==> config.mk <==
export PLATFORM = sky130hd
export DESIGN_NAME = tga_uncompressed_rgba_loader
export DESIGN_NICKNAME = d
export VERILOG_FILES = /design/src/rtl/tgal_pkg.sv /design/src/rtl/tga_uncompressed_rgba_loader.sv /design/src/rtl/tgal_front.sv /design/src/rtl/tgal_queue.sv /design/src/rtl/tgal_back.sv
export SDC_FILE = /design/constraint.sdc
export NUM_CORES = 1
export LEC_CHECK = 0
export BUFFER_PORTS_ARGS = -buffer_cell sky130_fd_sc_hd__buf_2
export CORE_MARGIN = 2
export CORE_UTILIZATION = 42
export DETAILED_ROUTE_END_ITERATION = 10
export PLACE_DENSITY_LB_ADDON = 0.08
export SYNTH_ARGS = -nofsm -noshare
export SYNTH_HDL_FRONTEND = slang
export SYNTH_HIERARCHICAL = 1
export SYNTH_SLANG_ARGS = --single-unit
==> constraint.sdc <==
create_clock -name aclk -period 14.01 [get_ports aclk]
set_input_delay 0.7005 -clock aclk [delete_from_list [all_inputs] [get_ports aclk]]
set_output_delay 0.7005 -clock aclk [all_outputs]
set_load 0.005 [all_outputs]
==> src/rtl/tgal_pkg.sv <==
package tgal_pkg;

    typedef enum logic [1:0] {
        PH_STOPPED = 2'd0,
        PH_HEADER  = 2'd1,
        PH_IDSKIP  = 2'd2,
        PH_PIXELS  = 2'd3
    } phase_t;

    typedef enum logic [1:0] {
        RK_PIXEL  = 2'd0,
        RK_HEADER = 2'd1,
        RK_ERROR  = 2'd2
    } result_kind_t;

    typedef enum logic [2:0] {
        ERR_NONE       = 3'd0,
        ERR_COLORMAP   = 3'd1,
        ERR_IMAGE_TYPE = 3'd2,
        ERR_BPP        = 3'd3,
        ERR_ALPHA      = 3'd4
    } error_code_t;

    localparam logic [4:0] HDR_ID_LENGTH      = 5'd0;
    localparam logic [4:0] HDR_CMAP_TYPE      = 5'd1;
    localparam logic [4:0] HDR_IMAGE_TYPE     = 5'd2;
    localparam logic [4:0] HDR_CMAP_SPEC_FIRST = 5'd3;
    localparam logic [4:0] HDR_CMAP_SPEC_LAST = 5'd7;
    localparam logic [4:0] HDR_WIDTH_LO       = 5'd12;
    localparam logic [4:0] HDR_WIDTH_HI       = 5'd13;
    localparam logic [4:0] HDR_HEIGHT_LO      = 5'd14;
    localparam logic [4:0] HDR_HEIGHT_HI      = 5'd15;
    localparam logic [4:0] HDR_BPP            = 5'd16;
    localparam logic [4:0] HDR_DESCRIPTOR     = 5'd17;

    localparam logic [7:0] CMAP_NONE       = 8'h00;
    localparam logic [7:0] TYPE_TRUECOLOR  = 8'h02;
    localparam logic [7:0] BPP_32          = 8'h20;
    localparam logic [3:0] ALPHA_BITS_8    = 4'd8;

    localparam logic [1:0] LANE_ALPHA      = 2'd3;

    localparam logic CFG_MIRROR_INDEX = 1'b0;

    typedef struct packed {
        result_kind_t kind;
        error_code_t  err;
        logic [15:0]  width;
        logic [15:0]  height;
        logic [15:0]  column;
        logic [15:0]  row;
        logic         flip_col;
        logic         flip_row;
        logic [7:0]   red;
        logic [7:0]   green;
        logic [7:0]   blue;
        logic [7:0]   alpha;
        logic         last;
    } cmd_t;

    typedef struct packed {
        result_kind_t kind;
        error_code_t  err;
        logic [15:0]  image_width;
        logic [15:0]  image_height;
        logic [15:0]  pixel_column;
        logic [15:0]  pixel_row;
        logic [7:0]   red;
        logic [7:0]   green;
        logic [7:0]   blue;
        logic [7:0]   alpha;
        logic         last;
    } result_t;

endpackage

==> src/rtl/tga_uncompressed_rgba_loader.sv <==
// Streaming decoder for 32-bit truecolor TGA files, one file byte per transfer
// on the s_ side with s_tuser marking the first byte of a file. It takes one
// byte every cycle unless the queue is full and gives at most one result per
// byte: a header-accepted result after header byte 17, one error result on the
// first failed header check, and one pixel result on every fourth pixel byte,
// with column and row already mirrored. The parser front end hands results to
// a two-entry queue and the formatting back end registers them on the m_ side,
// so a result passes a queue slot and then the output register. s_tready drops
// only when the queue is full behind a stalled output. mirror_mode is written
// at APB addresses 0-3 and takes effect at the next header's descriptor byte.
module tga_uncompressed_rgba_loader (
    input  logic          aclk,
    input  logic          aresetn,

    input  logic          psel,
    input  logic          penable,
    input  logic          pwrite,
    input  logic [2:0]    paddr,
    input  logic [31:0]   pwdata,
    output logic [31:0]   prdata,
    output logic          pready,

    input  logic          s_tvalid,
    output logic          s_tready,
    input  logic [7:0]    s_tdata,   // [7:0] file_byte
    input  logic          s_tuser,   // [0] start_of_file

    output logic          m_tvalid,
    input  logic          m_tready,
    // [2:0] error_code, [18:3] image_width, [34:19] image_height,
    // [50:35] pixel_column, [66:51] pixel_row, [74:67] red, [82:75] green,
    // [90:83] blue, [98:91] alpha, [103:99] zero
    output logic [103:0]  m_tdata,
    output logic [1:0]    m_tuser,   // [1:0] result_kind
    output logic          m_tlast    // last_pixel
);

    logic [1:0]        mirror_reg, mirror_next;
    logic              cfg_write;
    logic              in_accept;
    logic              push;
    tgal_pkg::cmd_t    push_cmd;
    logic              q_full;
    logic              pop;
    logic              head_valid;
    tgal_pkg::cmd_t    head_cmd;
    tgal_pkg::result_t out_result;

    assign pready    = 1'b1;
    assign cfg_write = psel && penable && pwrite && pready
                       && (paddr[2] == tgal_pkg::CFG_MIRROR_INDEX);
    assign prdata    = (paddr[2] == tgal_pkg::CFG_MIRROR_INDEX)
                       ? {30'd0, mirror_reg} : 32'd0;

    always_comb begin
        mirror_next = cfg_write ? pwdata[1:0] : mirror_reg;
    end

    always_ff @(posedge aclk) begin
        if (!aresetn) begin
            mirror_reg <= 2'd0;
        end else begin
            mirror_reg <= mirror_next;
        end
    end

    assign s_tready  = !q_full;
    assign in_accept = s_tvalid && s_tready;

    tgal_front u_front (
        .aclk        (aclk),
        .aresetn     (aresetn),
        .in_accept   (in_accept),
        .in_byte     (s_tdata),
        .in_start    (s_tuser),
        .mirror_mode (mirror_reg),
        .push        (push),
        .cmd         (push_cmd)
    );

    tgal_queue u_queue (
        .aclk       (aclk),
        .aresetn    (aresetn),
        .push       (push),
        .push_cmd   (push_cmd),
        .full       (q_full),
        .pop        (pop),
        .head_valid (head_valid),
        .head_cmd   (head_cmd)
    );

    tgal_back u_back (
        .aclk       (aclk),
        .aresetn    (aresetn),
        .head_valid (head_valid),
        .head_cmd   (head_cmd),
        .pop        (pop),
        .out_valid  (m_tvalid),
        .out_ready  (m_tready),
        .out_result (out_result)
    );

    assign m_tdata = {5'd0, out_result.alpha, out_result.blue, out_result.green,
                      out_result.red, out_result.pixel_row, out_result.pixel_column,
                      out_result.image_height, out_result.image_width, out_result.err};
    assign m_tuser = out_result.kind;
    assign m_tlast = out_result.last;

    a_last_is_pixel: assert property (@(posedge aclk) disable iff (!aresetn)
        m_tvalid && m_tlast |-> out_result.kind == tgal_pkg::RK_PIXEL)
        else $error("last flag on a non-pixel result");

    a_error_has_code: assert property (@(posedge aclk) disable iff (!aresetn)
        m_tvalid && out_result.kind == tgal_pkg::RK_ERROR
        |-> out_result.err != tgal_pkg::ERR_NONE)
        else $error("error result without an error code");

    a_size_only_on_header: assert property (@(posedge aclk) disable iff (!aresetn)
        m_tvalid && out_result.kind != tgal_pkg::RK_HEADER
        |-> out_result.image_width == 16'd0 && out_result.image_height == 16'd0)
        else $error("image size on a result other than header accepted");

    a_push_has_room: assert property (@(posedge aclk) disable iff (!aresetn)
        push |-> !q_full)
        else $error("front end pushed into a full queue");

endmodule

==> src/rtl/tgal_front.sv <==
module tgal_front (
    input  logic               aclk,
    input  logic               aresetn,
    input  logic               in_accept,
    input  logic [7:0]         in_byte,
    input  logic               in_start,
    input  logic [1:0]         mirror_mode,
    output logic               push,
    output tgal_pkg::cmd_t     cmd
);

    tgal_pkg::phase_t phase_reg, phase_next;
    logic [4:0]  pos_reg, pos_next;
    logic [7:0]  id_left_reg, id_left_next;
    logic [15:0] width_reg, width_next;
    logic [15:0] height_reg, height_next;
    logic        flip_col_reg, flip_col_next;
    logic        flip_row_reg, flip_row_next;
    logic [15:0] col_reg, col_next;
    logic [15:0] row_reg, row_next;
    logic [1:0]  lane_reg, lane_next;
    logic [23:0] held_reg, held_next;

    tgal_pkg::phase_t      eff_phase;
    logic [4:0]            eff_pos;
    logic [7:0]            eff_id_left;
    logic [15:0]           eff_width;
    logic [15:0]           eff_height;
    logic [15:0]           eff_col;
    logic [15:0]           eff_row;
    logic [1:0]            eff_lane;
    logic [23:0]           eff_held;
    logic                  hdr_fail;
    tgal_pkg::error_code_t fail_code;
    logic                  hdr_end;
    logic                  pix_emit;
    logic                  last_col;
    logic                  last_row;

    // classify the byte against the state it sees after a possible restart
    always_comb begin
        eff_phase   = in_start ? tgal_pkg::PH_HEADER : phase_reg;
        eff_pos     = in_start ? 5'd0 : pos_reg;
        eff_id_left = in_start ? 8'd0 : id_left_reg;
        eff_width   = in_start ? 16'd0 : width_reg;
        eff_height  = in_start ? 16'd0 : height_reg;
        eff_col     = in_start ? 16'd0 : col_reg;
        eff_row     = in_start ? 16'd0 : row_reg;
        eff_lane    = in_start ? 2'd0 : lane_reg;
        eff_held    = in_start ? 24'd0 : held_reg;

        hdr_fail  = 1'b0;
        fail_code = tgal_pkg::ERR_NONE;
        case (eff_pos) inside
            tgal_pkg::HDR_CMAP_TYPE: begin
                if (in_byte != tgal_pkg::CMAP_NONE) begin
                    hdr_fail  = 1'b1;
                    fail_code = tgal_pkg::ERR_COLORMAP;
                end
            end
            tgal_pkg::HDR_IMAGE_TYPE: begin
                if (in_byte != tgal_pkg::TYPE_TRUECOLOR) begin
                    hdr_fail  = 1'b1;
                    fail_code = tgal_pkg::ERR_IMAGE_TYPE;
                end
            end
            [tgal_pkg::HDR_CMAP_SPEC_FIRST:tgal_pkg::HDR_CMAP_SPEC_LAST]: begin
                if (in_byte != tgal_pkg::CMAP_NONE) begin
                    hdr_fail  = 1'b1;
                    fail_code = tgal_pkg::ERR_COLORMAP;
                end
            end
            tgal_pkg::HDR_BPP: begin
                if (in_byte != tgal_pkg::BPP_32) begin
                    hdr_fail  = 1'b1;
                    fail_code = tgal_pkg::ERR_BPP;
                end
            end
            tgal_pkg::HDR_DESCRIPTOR: begin
                if (in_byte[3:0] != tgal_pkg::ALPHA_BITS_8) begin
                    hdr_fail  = 1'b1;
                    fail_code = tgal_pkg::ERR_ALPHA;
                end
            end
            default: begin
            end
        endcase
        hdr_end = (eff_pos == tgal_pkg::HDR_DESCRIPTOR) && !hdr_fail;

        pix_emit = (eff_lane == tgal_pkg::LANE_ALPHA);
        last_col = ({1'b0, eff_col} + 17'd1) >= {1'b0, eff_width};
        last_row = ({1'b0, eff_row} + 17'd1) >= {1'b0, eff_height};
    end

    always_comb begin
        phase_next = phase_reg;
        if (in_accept) begin
            unique case (eff_phase)
                tgal_pkg::PH_STOPPED: begin
                    phase_next = tgal_pkg::PH_STOPPED;
                end
                tgal_pkg::PH_HEADER: begin
                    if (hdr_fail) begin
                        phase_next = tgal_pkg::PH_STOPPED;
                    end else if (hdr_end) begin
                        if (eff_width == 16'd0 || eff_height == 16'd0) begin
                            phase_next = tgal_pkg::PH_STOPPED;
                        end else if (eff_id_left != 8'd0) begin
                            phase_next = tgal_pkg::PH_IDSKIP;
                        end else begin
                            phase_next = tgal_pkg::PH_PIXELS;
                        end
                    end else begin
                        phase_next = tgal_pkg::PH_HEADER;
                    end
                end
                tgal_pkg::PH_IDSKIP: begin
                    phase_next = (eff_id_left == 8'd1) ? tgal_pkg::PH_PIXELS
                                                       : tgal_pkg::PH_IDSKIP;
                end
                tgal_pkg::PH_PIXELS: begin
                    phase_next = (pix_emit && last_col && last_row) ? tgal_pkg::PH_STOPPED
                                                                    : tgal_pkg::PH_PIXELS;
                end
            endcase
        end
    end

    always_comb begin
        pos_next      = pos_reg;
        id_left_next  = id_left_reg;
        width_next    = width_reg;
        height_next   = height_reg;
        flip_col_next = flip_col_reg;
        flip_row_next = flip_row_reg;
        col_next      = col_reg;
        row_next      = row_reg;
        lane_next     = lane_reg;
        held_next     = held_reg;
        if (in_accept) begin
            pos_next     = eff_pos;
            id_left_next = eff_id_left;
            width_next   = eff_width;
            height_next  = eff_height;
            col_next     = eff_col;
            row_next     = eff_row;
            lane_next    = eff_lane;
            held_next    = eff_held;
            case (eff_phase)
                tgal_pkg::PH_HEADER: begin
                    pos_next = eff_pos + 5'd1;
                    case (eff_pos)
                        tgal_pkg::HDR_ID_LENGTH:  id_left_next      = in_byte;
                        tgal_pkg::HDR_WIDTH_LO:   width_next[7:0]   = in_byte;
                        tgal_pkg::HDR_WIDTH_HI:   width_next[15:8]  = in_byte;
                        tgal_pkg::HDR_HEIGHT_LO:  height_next[7:0]  = in_byte;
                        tgal_pkg::HDR_HEIGHT_HI:  height_next[15:8] = in_byte;
                        default: begin
                        end
                    endcase
                    if (hdr_end) begin
                        flip_col_next = in_byte[4] ^ mirror_mode[0];
                        flip_row_next = ~(in_byte[5] ^ mirror_mode[1]);
                        col_next      = 16'd0;
                        row_next      = 16'd0;
                        lane_next     = 2'd0;
                        held_next     = 24'd0;
                    end
                end
                tgal_pkg::PH_IDSKIP: begin
                    id_left_next = eff_id_left - 8'd1;
                end
                tgal_pkg::PH_PIXELS: begin
                    if (!pix_emit) begin
                        case (eff_lane)
                            2'd0:    held_next[7:0]   = in_byte;
                            2'd1:    held_next[15:8]  = in_byte;
                            default: held_next[23:16] = in_byte;
                        endcase
                        lane_next = eff_lane + 2'd1;
                    end else begin
                        lane_next = 2'd0;
                        held_next = 24'd0;
                        if (last_col) begin
                            col_next = 16'd0;
                            if (!last_row) begin
                                row_next = eff_row + 16'd1;
                            end
                        end else begin
                            col_next = eff_col + 16'd1;
                        end
                    end
                end
                default: begin
                end
            endcase
        end
    end

    always_comb begin
        push          = 1'b0;
        cmd           = '0;
        cmd.kind      = tgal_pkg::RK_PIXEL;
        cmd.err       = tgal_pkg::ERR_NONE;
        cmd.width     = eff_width;
        cmd.height    = eff_height;
        cmd.column    = eff_col;
        cmd.row       = eff_row;
        cmd.flip_col  = flip_col_reg;
        cmd.flip_row  = flip_row_reg;
        cmd.red       = eff_held[23:16];
        cmd.green     = eff_held[15:8];
        cmd.blue      = eff_held[7:0];
        cmd.alpha     = in_byte;
        cmd.last      = last_col && last_row;
        if (in_accept) begin
            if (eff_phase == tgal_pkg::PH_HEADER && hdr_fail) begin
                push     = 1'b1;
                cmd.kind = tgal_pkg::RK_ERROR;
                cmd.err  = fail_code;
            end else if (eff_phase == tgal_pkg::PH_HEADER && hdr_end) begin
                push     = 1'b1;
                cmd.kind = tgal_pkg::RK_HEADER;
            end else if (eff_phase == tgal_pkg::PH_PIXELS && pix_emit) begin
                push     = 1'b1;
                cmd.kind = tgal_pkg::RK_PIXEL;
            end
        end
    end

    always_ff @(posedge aclk) begin
        if (!aresetn) begin
            phase_reg    <= tgal_pkg::PH_STOPPED;
            pos_reg      <= 5'd0;
            id_left_reg  <= 8'd0;
            width_reg    <= 16'd0;
            height_reg   <= 16'd0;
            flip_col_reg <= 1'b0;
            flip_row_reg <= 1'b0;
            col_reg      <= 16'd0;
            row_reg      <= 16'd0;
            lane_reg     <= 2'd0;
            held_reg     <= 24'd0;
        end else begin
            phase_reg    <= phase_next;
            pos_reg      <= pos_next;
            id_left_reg  <= id_left_next;
            width_reg    <= width_next;
            height_reg   <= height_next;
            flip_col_reg <= flip_col_next;
            flip_row_reg <= flip_row_next;
            col_reg      <= col_next;
            row_reg      <= row_next;
            lane_reg     <= lane_next;
            held_reg     <= held_next;
        end
    end

endmodule

==> src/rtl/tgal_queue.sv <==
module tgal_queue (
    input  logic           aclk,
    input  logic           aresetn,
    input  logic           push,
    input  tgal_pkg::cmd_t push_cmd,
    output logic           full,
    input  logic           pop,
    output logic           head_valid,
    output tgal_pkg::cmd_t head_cmd
);

    tgal_pkg::cmd_t slots [2];
    logic       wr_ptr_reg, wr_ptr_next;
    logic       rd_ptr_reg, rd_ptr_next;
    logic [1:0] count_reg, count_next;
    logic       do_push;
    logic       do_pop;

    assign full       = (count_reg == 2'd2);
    assign head_valid = (count_reg != 2'd0);
    assign head_cmd   = slots[rd_ptr_reg];
    assign do_push    = push && !full;
    assign do_pop     = pop && head_valid;

    always_comb begin
        wr_ptr_next = do_push ? ~wr_ptr_reg : wr_ptr_reg;
        rd_ptr_next = do_pop ? ~rd_ptr_reg : rd_ptr_reg;
        count_next  = count_reg;
        if (do_push && !do_pop) begin
            count_next = count_reg + 2'd1;
        end else if (do_pop && !do_push) begin
            count_next = count_reg - 2'd1;
        end
    end

    always_ff @(posedge aclk) begin
        if (do_push) begin
            slots[wr_ptr_reg] <= push_cmd;
        end
    end

    always_ff @(posedge aclk) begin
        if (!aresetn) begin
            wr_ptr_reg <= 1'b0;
            rd_ptr_reg <= 1'b0;
            count_reg  <= 2'd0;
        end else begin
            wr_ptr_reg <= wr_ptr_next;
            rd_ptr_reg <= rd_ptr_next;
            count_reg  <= count_next;
        end
    end

endmodule

==> src/rtl/tgal_back.sv <==
module tgal_back (
    input  logic              aclk,
    input  logic              aresetn,
    input  logic              head_valid,
    input  tgal_pkg::cmd_t    head_cmd,
    output logic              pop,
    output logic              out_valid,
    input  logic              out_ready,
    output tgal_pkg::result_t out_result
);

    logic              valid_reg, valid_next;
    tgal_pkg::result_t result_reg;
    tgal_pkg::result_t formatted;

    assign pop        = head_valid && (!valid_reg || out_ready);
    assign out_valid  = valid_reg;
    assign out_result = result_reg;

    always_comb begin
        formatted      = '0;
        formatted.kind = head_cmd.kind;
        formatted.err  = tgal_pkg::ERR_NONE;
        case (head_cmd.kind)
            tgal_pkg::RK_PIXEL: begin
                formatted.pixel_column = head_cmd.flip_col
                    ? head_cmd.width - 16'd1 - head_cmd.column : head_cmd.column;
                formatted.pixel_row = head_cmd.flip_row
                    ? head_cmd.height - 16'd1 - head_cmd.row : head_cmd.row;
                formatted.red   = head_cmd.red;
                formatted.green = head_cmd.green;
                formatted.blue  = head_cmd.blue;
                formatted.alpha = head_cmd.alpha;
                formatted.last  = head_cmd.last;
            end
            tgal_pkg::RK_HEADER: begin
                formatted.image_width  = head_cmd.width;
                formatted.image_height = head_cmd.height;
            end
            tgal_pkg::RK_ERROR: begin
                formatted.err = head_cmd.err;
            end
            default: begin
            end
        endcase
    end

    always_comb begin
        valid_next = valid_reg;
        if (pop) begin
            valid_next = 1'b1;
        end else if (out_ready) begin
            valid_next = 1'b0;
        end
    end

    always_ff @(posedge aclk) begin
        if (pop) begin
            result_reg <= formatted;
        end
    end

    always_ff @(posedge aclk) begin
        if (!aresetn) begin
            valid_reg <= 1'b0;
        end else begin
            valid_reg <= valid_next;
        end
    end

endmodule
==> results.md, run 1 <==
* Pre-CTS worst setup slack at 8.094 ns
* Max-Cap Viols at 0
* DIE HEIGHT at about 230 µm
* Hold Crit Depth at 3
* Total CTS buffers at 48
* Distinct cells, synth at 91
* Drt total wl at 51.30 mm
* Post-synth EDFFs at 310
* CTS Hold Bufs at 0
* # rows at ~80
* Pwr Density at 113.1 nW/µm²
* Port bufs at 124
* Final Instance Count excl. Fillers at 2657
* Post-cts sizing count at 0
* Worst-case reg-to-reg path depth at 15
* Final Net Count at 2079
* Grt ovf at 0
* CTS H-Tree Depth at 2
* Fin worst setup slack at ~8.5 ns
* Nature of the critical path endpoint: flop
* Top-Level Pins at 193
* Detail Route Antenna Nets at 0
* Area delta synth->final at 11.81%
* Pre-Repair DR Iteration Count at 5
* Layout Utilization at 0.4766
* DRT iter0 DRCs at 1045
* Vias at 14330
* Clk buf depth at 3
* Die extent in x at between 200 and 250 µm
* Commonest cells post-synth: edfxtp_1, nor2_1, nand2_1
* Tcrit/Tclk final at 0.3907
* Wl on met1 at about 23 mm
* Async set-reset flop share out of synthesis at 0
* Final hold violation count at 0
* Worst skew pair latency at between 0.5 and 0.6 ns
* Seq/Total Area, Yosys at 0.5418
* Post-DP Area at 22420 µm²
* Clock sinks at 425
* Clock share of power at 0.454
* Crit start category: input pin
* Yosys warns at 6
* Setup TNS at 0 ns
* Seq pwr share at 0.502
* Worst path required time at around 15 ns
* DRC at 0
* Post-Layout Inst Area at between 20000 and 25000 µm²
* Register Area at 11610 µm²
* Number of flip-flops in the largest register at 208
* Clock skew at 0.02275 ns
* Initial Utilization at 0.4263
* CTS tree: built
* Hold Crit Class: input pin to flop
* Cells after Synth at 1852
* Vias in the first global route at 13710
* Leak pwr at ~0.0095 µW
* Die Area at between 50000 and 60000 µm²
* Core Region at 50270 µm²
* Share of cells above drive strength 1 at 0.1804
* Post-CTS setup buffer count at 0
* Metal3 WL at 2.502 mm
* Switching share of total power at 0.2153
* Initial antenna violation count at 0
* Tmin final at 5.473 ns
* Filler cells at 4652
* Count leader, synth: edfxtp_1
* Routability Congestion at around 0.9
* Synth Flop Type: edfxtp_1
* Status: completed
* Net Switching at between 500 and 600 µW
* FMAX at 0.1827 GHz
* CP max FO at 57
* Pint at 2127 µW
* Cell taking the most area after synthesis: edfxtp_1
* Routed length per instance at ~19 µm
* FF+latch count, synth at 425
* Final setup fails at 0
* Largest net degree at the start of global routing at 67
* Met2 wire length at 24.22 mm
* Comb power frac at 0.044
* Syn avg cell area at approximately 12 µm²
* Worst slew pin tran at 1.096 ns
* CTS clk-pin slew, worst paths at approximately 0.060 ns
* Worst setup path category: input pin to flop
* Root buffer cell: clkbuf_16
* Yosys top cell area share at 0.4344
* Top Metal Used: met4
* Vias per cell at 5.394
* Fin. max-slew vios at 0
* Ant diodes at 0
* Slew headroom at 0.2634
* Post-DP HPWL at between 30 and 40 mm
* First-pass GRT wire length at 78.53 mm
* RSZ-0062 raised after global routing: false
* Crit path DAT at about 6.0 ns
* GRT Overall Usage at 0.1903
* Post-Syn Area at about 21000 µm²
* Multi-input logic area at a little under 9000 µm²
* Dominant cells by area after synthesis: edfxtp_1, dfxtp_1, ha_1, mux2_4, mux2_2
* Worst vdd ir at between 0.07 and 0.08 mV
* Cells after DPL at 2569
placed cells by master (no fill, tap or decap), types with 10 or more instances in the layout:
master and count:
edfxtp_1 310, mux2i_1 21, and3_1 19, nor2b_1 71
a21oi_1 79, or3_1 12, o21a_1 12, ha_1 79
a21o_1 12, conb_1 36, nand2b_1 10, nand2_1 131
clkbuf_16 51, nor3_1 18, dfxtp_1 114, nand4_1 17
nor4_1 12, a22o_1 11, a211oi_1 11, nor2_1 131
mux2_2 51, o21ai_0 68, a31oi_1 13, buf_2 124
nand3b_1 10, xnor2_1 28, nand3_1 33, buf_4 18
mux2_4 60, inv_1 91, and2_1 81, clkbuf_1 16
xor2_1 16, a22oi_1 38, a32o_1 24
kinds of logic (layout without fill, tap and decap cells):
logic type               count (synthesis)  count (layout)  synth area share
AO/OA/AOI/OAI                          345             345            0.1099
XOR/XNOR                                44              44           0.01798
adder cells (fa/ha/maj)                 81              81           0.04799
buffers and inverters                  224             323           0.05202
flip-flops                             425             425            0.5418
multiplexers                           132             132           0.07864
other                                    2              36         0.0003504
AND/OR/NAND/NOR                        599             599            0.1513
power groups by stage:
stage | clock network, µW | logic (µW) | registers, µW
2_1_floorplan | 0 | 83.1 | 1390
3_3_place_gp | 0 | 118 | 1390
3_5_place_dp | 0 | 119 | 1390
5_1_grt | 1320 | 131 | 1360
4_1_cts | 1270 | 119 | 1360
6_report | 1230 | 119 | 1360
layer usage:
| metal | vias to the layer above | GRT usage |
|---|---|---|
| met5 | - | 0 |
| met4 | 0 | 0.05504 |
| met3 | 86 | 0.03274 |
| met2 | 344 | 0.3117 |
| met1 | 7027 | 0.2593 |
| li1 | 6874 | - |
through the flow:
step / power (µW) / hold slack, ns
after global routing: 2812 / 0.3824
after CTS: 2749 / 0.3458
after floorplan: 1474 / 0.4342
final: 2710 / 0.3801
after detailed placement: 1507 / 0.4466
after global placement: 1506 / 0.4389
final cells by class:
class | instances | share of cell area
inverters | 93 | 0.01457
flip-flops and latches | 425 | 0.4848
well taps | 672 | 0.03509
clock buffers | 70 | 0.05749
multi-input cells | 1237 | 0.3698
repair buffers | 142 | 0.03154
clock inverters | 18 | 0.006736
critical path, stage by stage:
cell and delay, ns:
buf_2 0.10, buf_4 0.27, buf_4 0.40, nor2b_1 0.39, ha_1 0.37, and2_1 0.24
nand4_2 0.19, nor3b_1 0.41, and3_1 0.31, xor2_1 0.17, ha_1 0.26, a21o_1 0.17
a21oi_1 0.20, o21a_1 0.20, and3_1 0.19, nand2_1 0.18, nor3_1 0.88, a22o_1 0.28
worst paths after layout:
kind                                                        from  slack (ns)                                to
worst min-delay path                                   pwdata[0]        0.38        mirror_reg[0]$_SDFFE_PN0P_
worst max register to register   u_front/col_reg[0]$_SDFFE_PN0P_        9.16  u_front/col_reg[10]$_SDFFE_PN0P_
worst min register to register  u_front/held_reg[7]$_SDFFE_PN0P_        0.46  u_front/held_reg[7]$_SDFFE_PN0P_
worst max-delay path                                     s_tuser        8.54  u_front/col_reg[10]$_SDFFE_PN0P_
Power figures use the tool's default switching activity.
==> run 2: changes to the inputs <==
clock period = 4.59 ns   (was 14.01 ns; I/O delays follow)
==> run 2 against run 1 <==
Net effect: clock-buffer cell count up 3; critical path depth unchanged; largest power group unchanged; hold slack worse by 0.34 ns; die area unchanged; final cell count up 1.5%; setup slack worse by 8.2 ns; utilization up 1.1 points; combinational power rose to 3.2 times the previous value; sequential share of layout area down 1.1 points; non-clock buffer count up 37.
==> results.md, run 2 (synthesis gave the netlist of run 1 again) <==
* Status: completed
* Hold Crit Class: input pin to flop
* Grt ovf at 0 (unchanged)
* Pre-Repair DR Iteration Count at 6 (+1)
* Max-Cap Viols at 0 (unchanged)
* Initial Utilization at 0.4263 (unchanged)
* Worst path slowest cell: or3_4
* CP max FO at 6 (-89%)
* Pwr Density at 347.9 nW/µm² (+210%)
* Crit path DAT at 4.75 ns (-1.24 ns)
* Leak pwr at 0.009788 µW (+2.9%)
* Pre-CTS worst setup slack at 0.3326 ns (-7.761 ns)
* Crit start category: flop
* Multi-input logic area at 8884 µm² (+0.25%)
* Routed length per instance at 19.31 µm (about the same)
* CTS tree: built
* Initial antenna violation count at 1 (+1)
* Worst skew pair latency at 0.59 ns (about the same)
* Routability Congestion at 0.9096 (+2.8%)
* Vias per cell at 5.350 (-0.81%)
* Nature of the critical path endpoint: flop
* Die extent in x at 229.9 µm (unchanged)
* Tcrit/Tclk final at 0.9309
* Cell chain of the critical path: nor2b_1 -> ha_1 -> and2_1 -> nand4_2 -> nor3b_1 -> buf_4 -> nand2_1 -> nand2_1 -> o21ai_0 -> ha_1 -> a21oi_1 -> o21ai_0 -> nand2b_1 -> nand2_1 -> o211ai_2 -> a21oi_2 -> or3_4 -> a311oi_1
* Final setup fails at 0 (unchanged)
* Top-Level Pins at 193 (unchanged)
* Vias at 14420 (+0.65%)
* Detail Route Antenna Nets at 0 (unchanged)
* Slew headroom at 0.2955 (+0.03211)
* GRT Overall Usage at 0.1938 (+0.003556)
* Number of flip-flops in the largest register at 208 (unchanged)
* Worst path required time at 5.07 ns (-9.45 ns)
* DRT iter0 DRCs at 996 (-4.7%)
* Total CTS buffers at 48 (unchanged)
* First-pass GRT wire length at 79.96 mm (+1.8%)
* Port bufs at 124 (unchanged)
* Area delta synth->final at 14.36%
* Most frequent CP cell: nand2_1
* Clock skew at 0.02862 ns (+0.005871 ns)
* Core Region at 50270 µm² (unchanged)
* Final Net Count at 2116 (+1.8%)
* CTS clk-pin slew, worst paths at 0.06 ns (about the same)
* Final hold violation count at 0 (unchanged)
* Tmin final at 4.273 ns
* Drt total wl at 52.05 mm (+1.5%)
* Commonest non-fill, non-tap cell in the layout: edfxtp_1
* Ant diodes at 0 (unchanged)
* Largest net degree at the start of global routing at 104 (+55%)
* Post-Layout Inst Area at 24510 µm² (+2.3%)
* Root buffer cell: clkbuf_16
* Fin worst setup slack at 0.3172 ns (-8.220 ns)
* CTS H-Tree Depth at 2 (unchanged)
* Die Area at 52850 µm² (unchanged)
* Slowest stage delay, CP at 0.44 ns (-0.44 ns)
* Share of cells above drive strength 1 at 0.1996 (+0.01925)
* RSZ-0062 raised after global routing: false
* Post-DP HPWL at 36.30 mm (+5.7%)
* Register Area at 11610 µm² (unchanged)
* Most frequent cells in the layout: edfxtp_1, nor2_1, nand2_1
* DIE HEIGHT at 229.9 µm (unchanged)
* Filler cells at 4615 (-0.80%)
* Delay-heaviest family, CP: simple AND/OR/NAND/NOR gates
* Post-DP Area at 22810 µm² (+1.7%)
* # rows at 82 (unchanged)
* FMAX at 0.2340 GHz
* Worst setup path category: flop to flop
* Worst path bufs/invs at 1 (-2)
* Worst slew pin tran at 1.049 ns (-0.04779 ns)
* DRC at 0 (unchanged)
* Worst vdd ir at 0.2918 mV (+270%)
* Fin. max-slew vios at 0 (unchanged)
* Vias in the first global route at 14030 (+2.3%)
* Clock sinks at 425 (unchanged)
* Clk buf depth at 3 (unchanged)
-- run 2: path summary, 6_finish.rpt --
| kind | from | endpoint | slack (ns) | depth (start not counted) |
|---|---|---|---|---|
| max | u_front/col_reg[0]$_SDFFE_PN0P_ | u_front/row_reg[12]$_SDFFE_PN0P_ | 0.32 | 18 |
| min | aresetn | u_front/col_reg[6]$_SDFFE_PN0P_ | 0.04 | 3 |
| min reg2reg | u_front/held_reg[10]$_SDFFE_PN0P_ | u_front/held_reg[10]$_SDFFE_PN0P_ | 0.46 | 1 |
| max reg2reg | u_front/col_reg[0]$_SDFFE_PN0P_ | u_front/row_reg[12]$_SDFFE_PN0P_ | 0.32 | 18 |
-- run 2: cell type report --
| cell class | count | area share |
|---|---|---|
| inverter | 93 | 0.01445 |
| timing repair buffer | 179 | 0.04666 |
| multi-input combinational | 1237 | 0.3625 |
| sequential | 425 | 0.4739 |
| clock buffer | 73 | 0.05932 |
| clock inverter | 17 | 0.008832 |
| tap | 672 | 0.03431 |
-- run 2: power by group --
part | internal, µW | switching, µW | total (µW)
registers | 4140 | 18.3 | 4150
clock network | 2460 | 1530 | 3990
logic | 124 | 254 | 378
-- run 2: metrics by stage --
| stage | util | hold slack [ns] | total power, µW | cells | setup TNS, ns |
|---|---|---|---|---|---|
| after floorplan | - | 0.3471 | 4500 | 1886 | -68.86 |
| after global placement | 0.4537 | 0.4360 | 4609 | 2603 | 0 |
| after detailed placement | 0.4537 | 0.4450 | 4615 | 2603 | 0 |
| after CTS | 0.4875 | 0.004773 | 8663 | 2696 | 0 |
| after global routing | 0.4875 | 0.02724 | 8828 | 2696 | 0 |
| final | 0.4875 | 0.04387 | 8527 | 2696 | 0 |
-- run 2: layer usage --
metal / vias up / share of wire / routed length, µm / GRT usage
met5: - / 0 / 0 / 0
met4: 0 / 0.023 / 1174 / 0.05726
met3: 87 / 0.047 / 2470 / 0.03187
met2: 359 / 0.48 / 24760 / 0.3172
met1: 7015 / 0.45 / 23640 / 0.2650
li1: 6963 / - / - / -
-- run 2: tightest hold or removal path, delay by kind of cell --
family / cells / cell delay [ns]
AND/OR/NAND/NOR: 1 / 0.05
buffers and inverters: 1 / 0.20
AO/OA/AOI/OAI: 1 / 0.11
-- run 2: what timing repair did --
action / in CTS / in global routing
resized for setup: 0 / 0
hold buffers: 3 / 0
endpoints found under the hold margin: 3 / 0
buffers inserted: 0 / 0
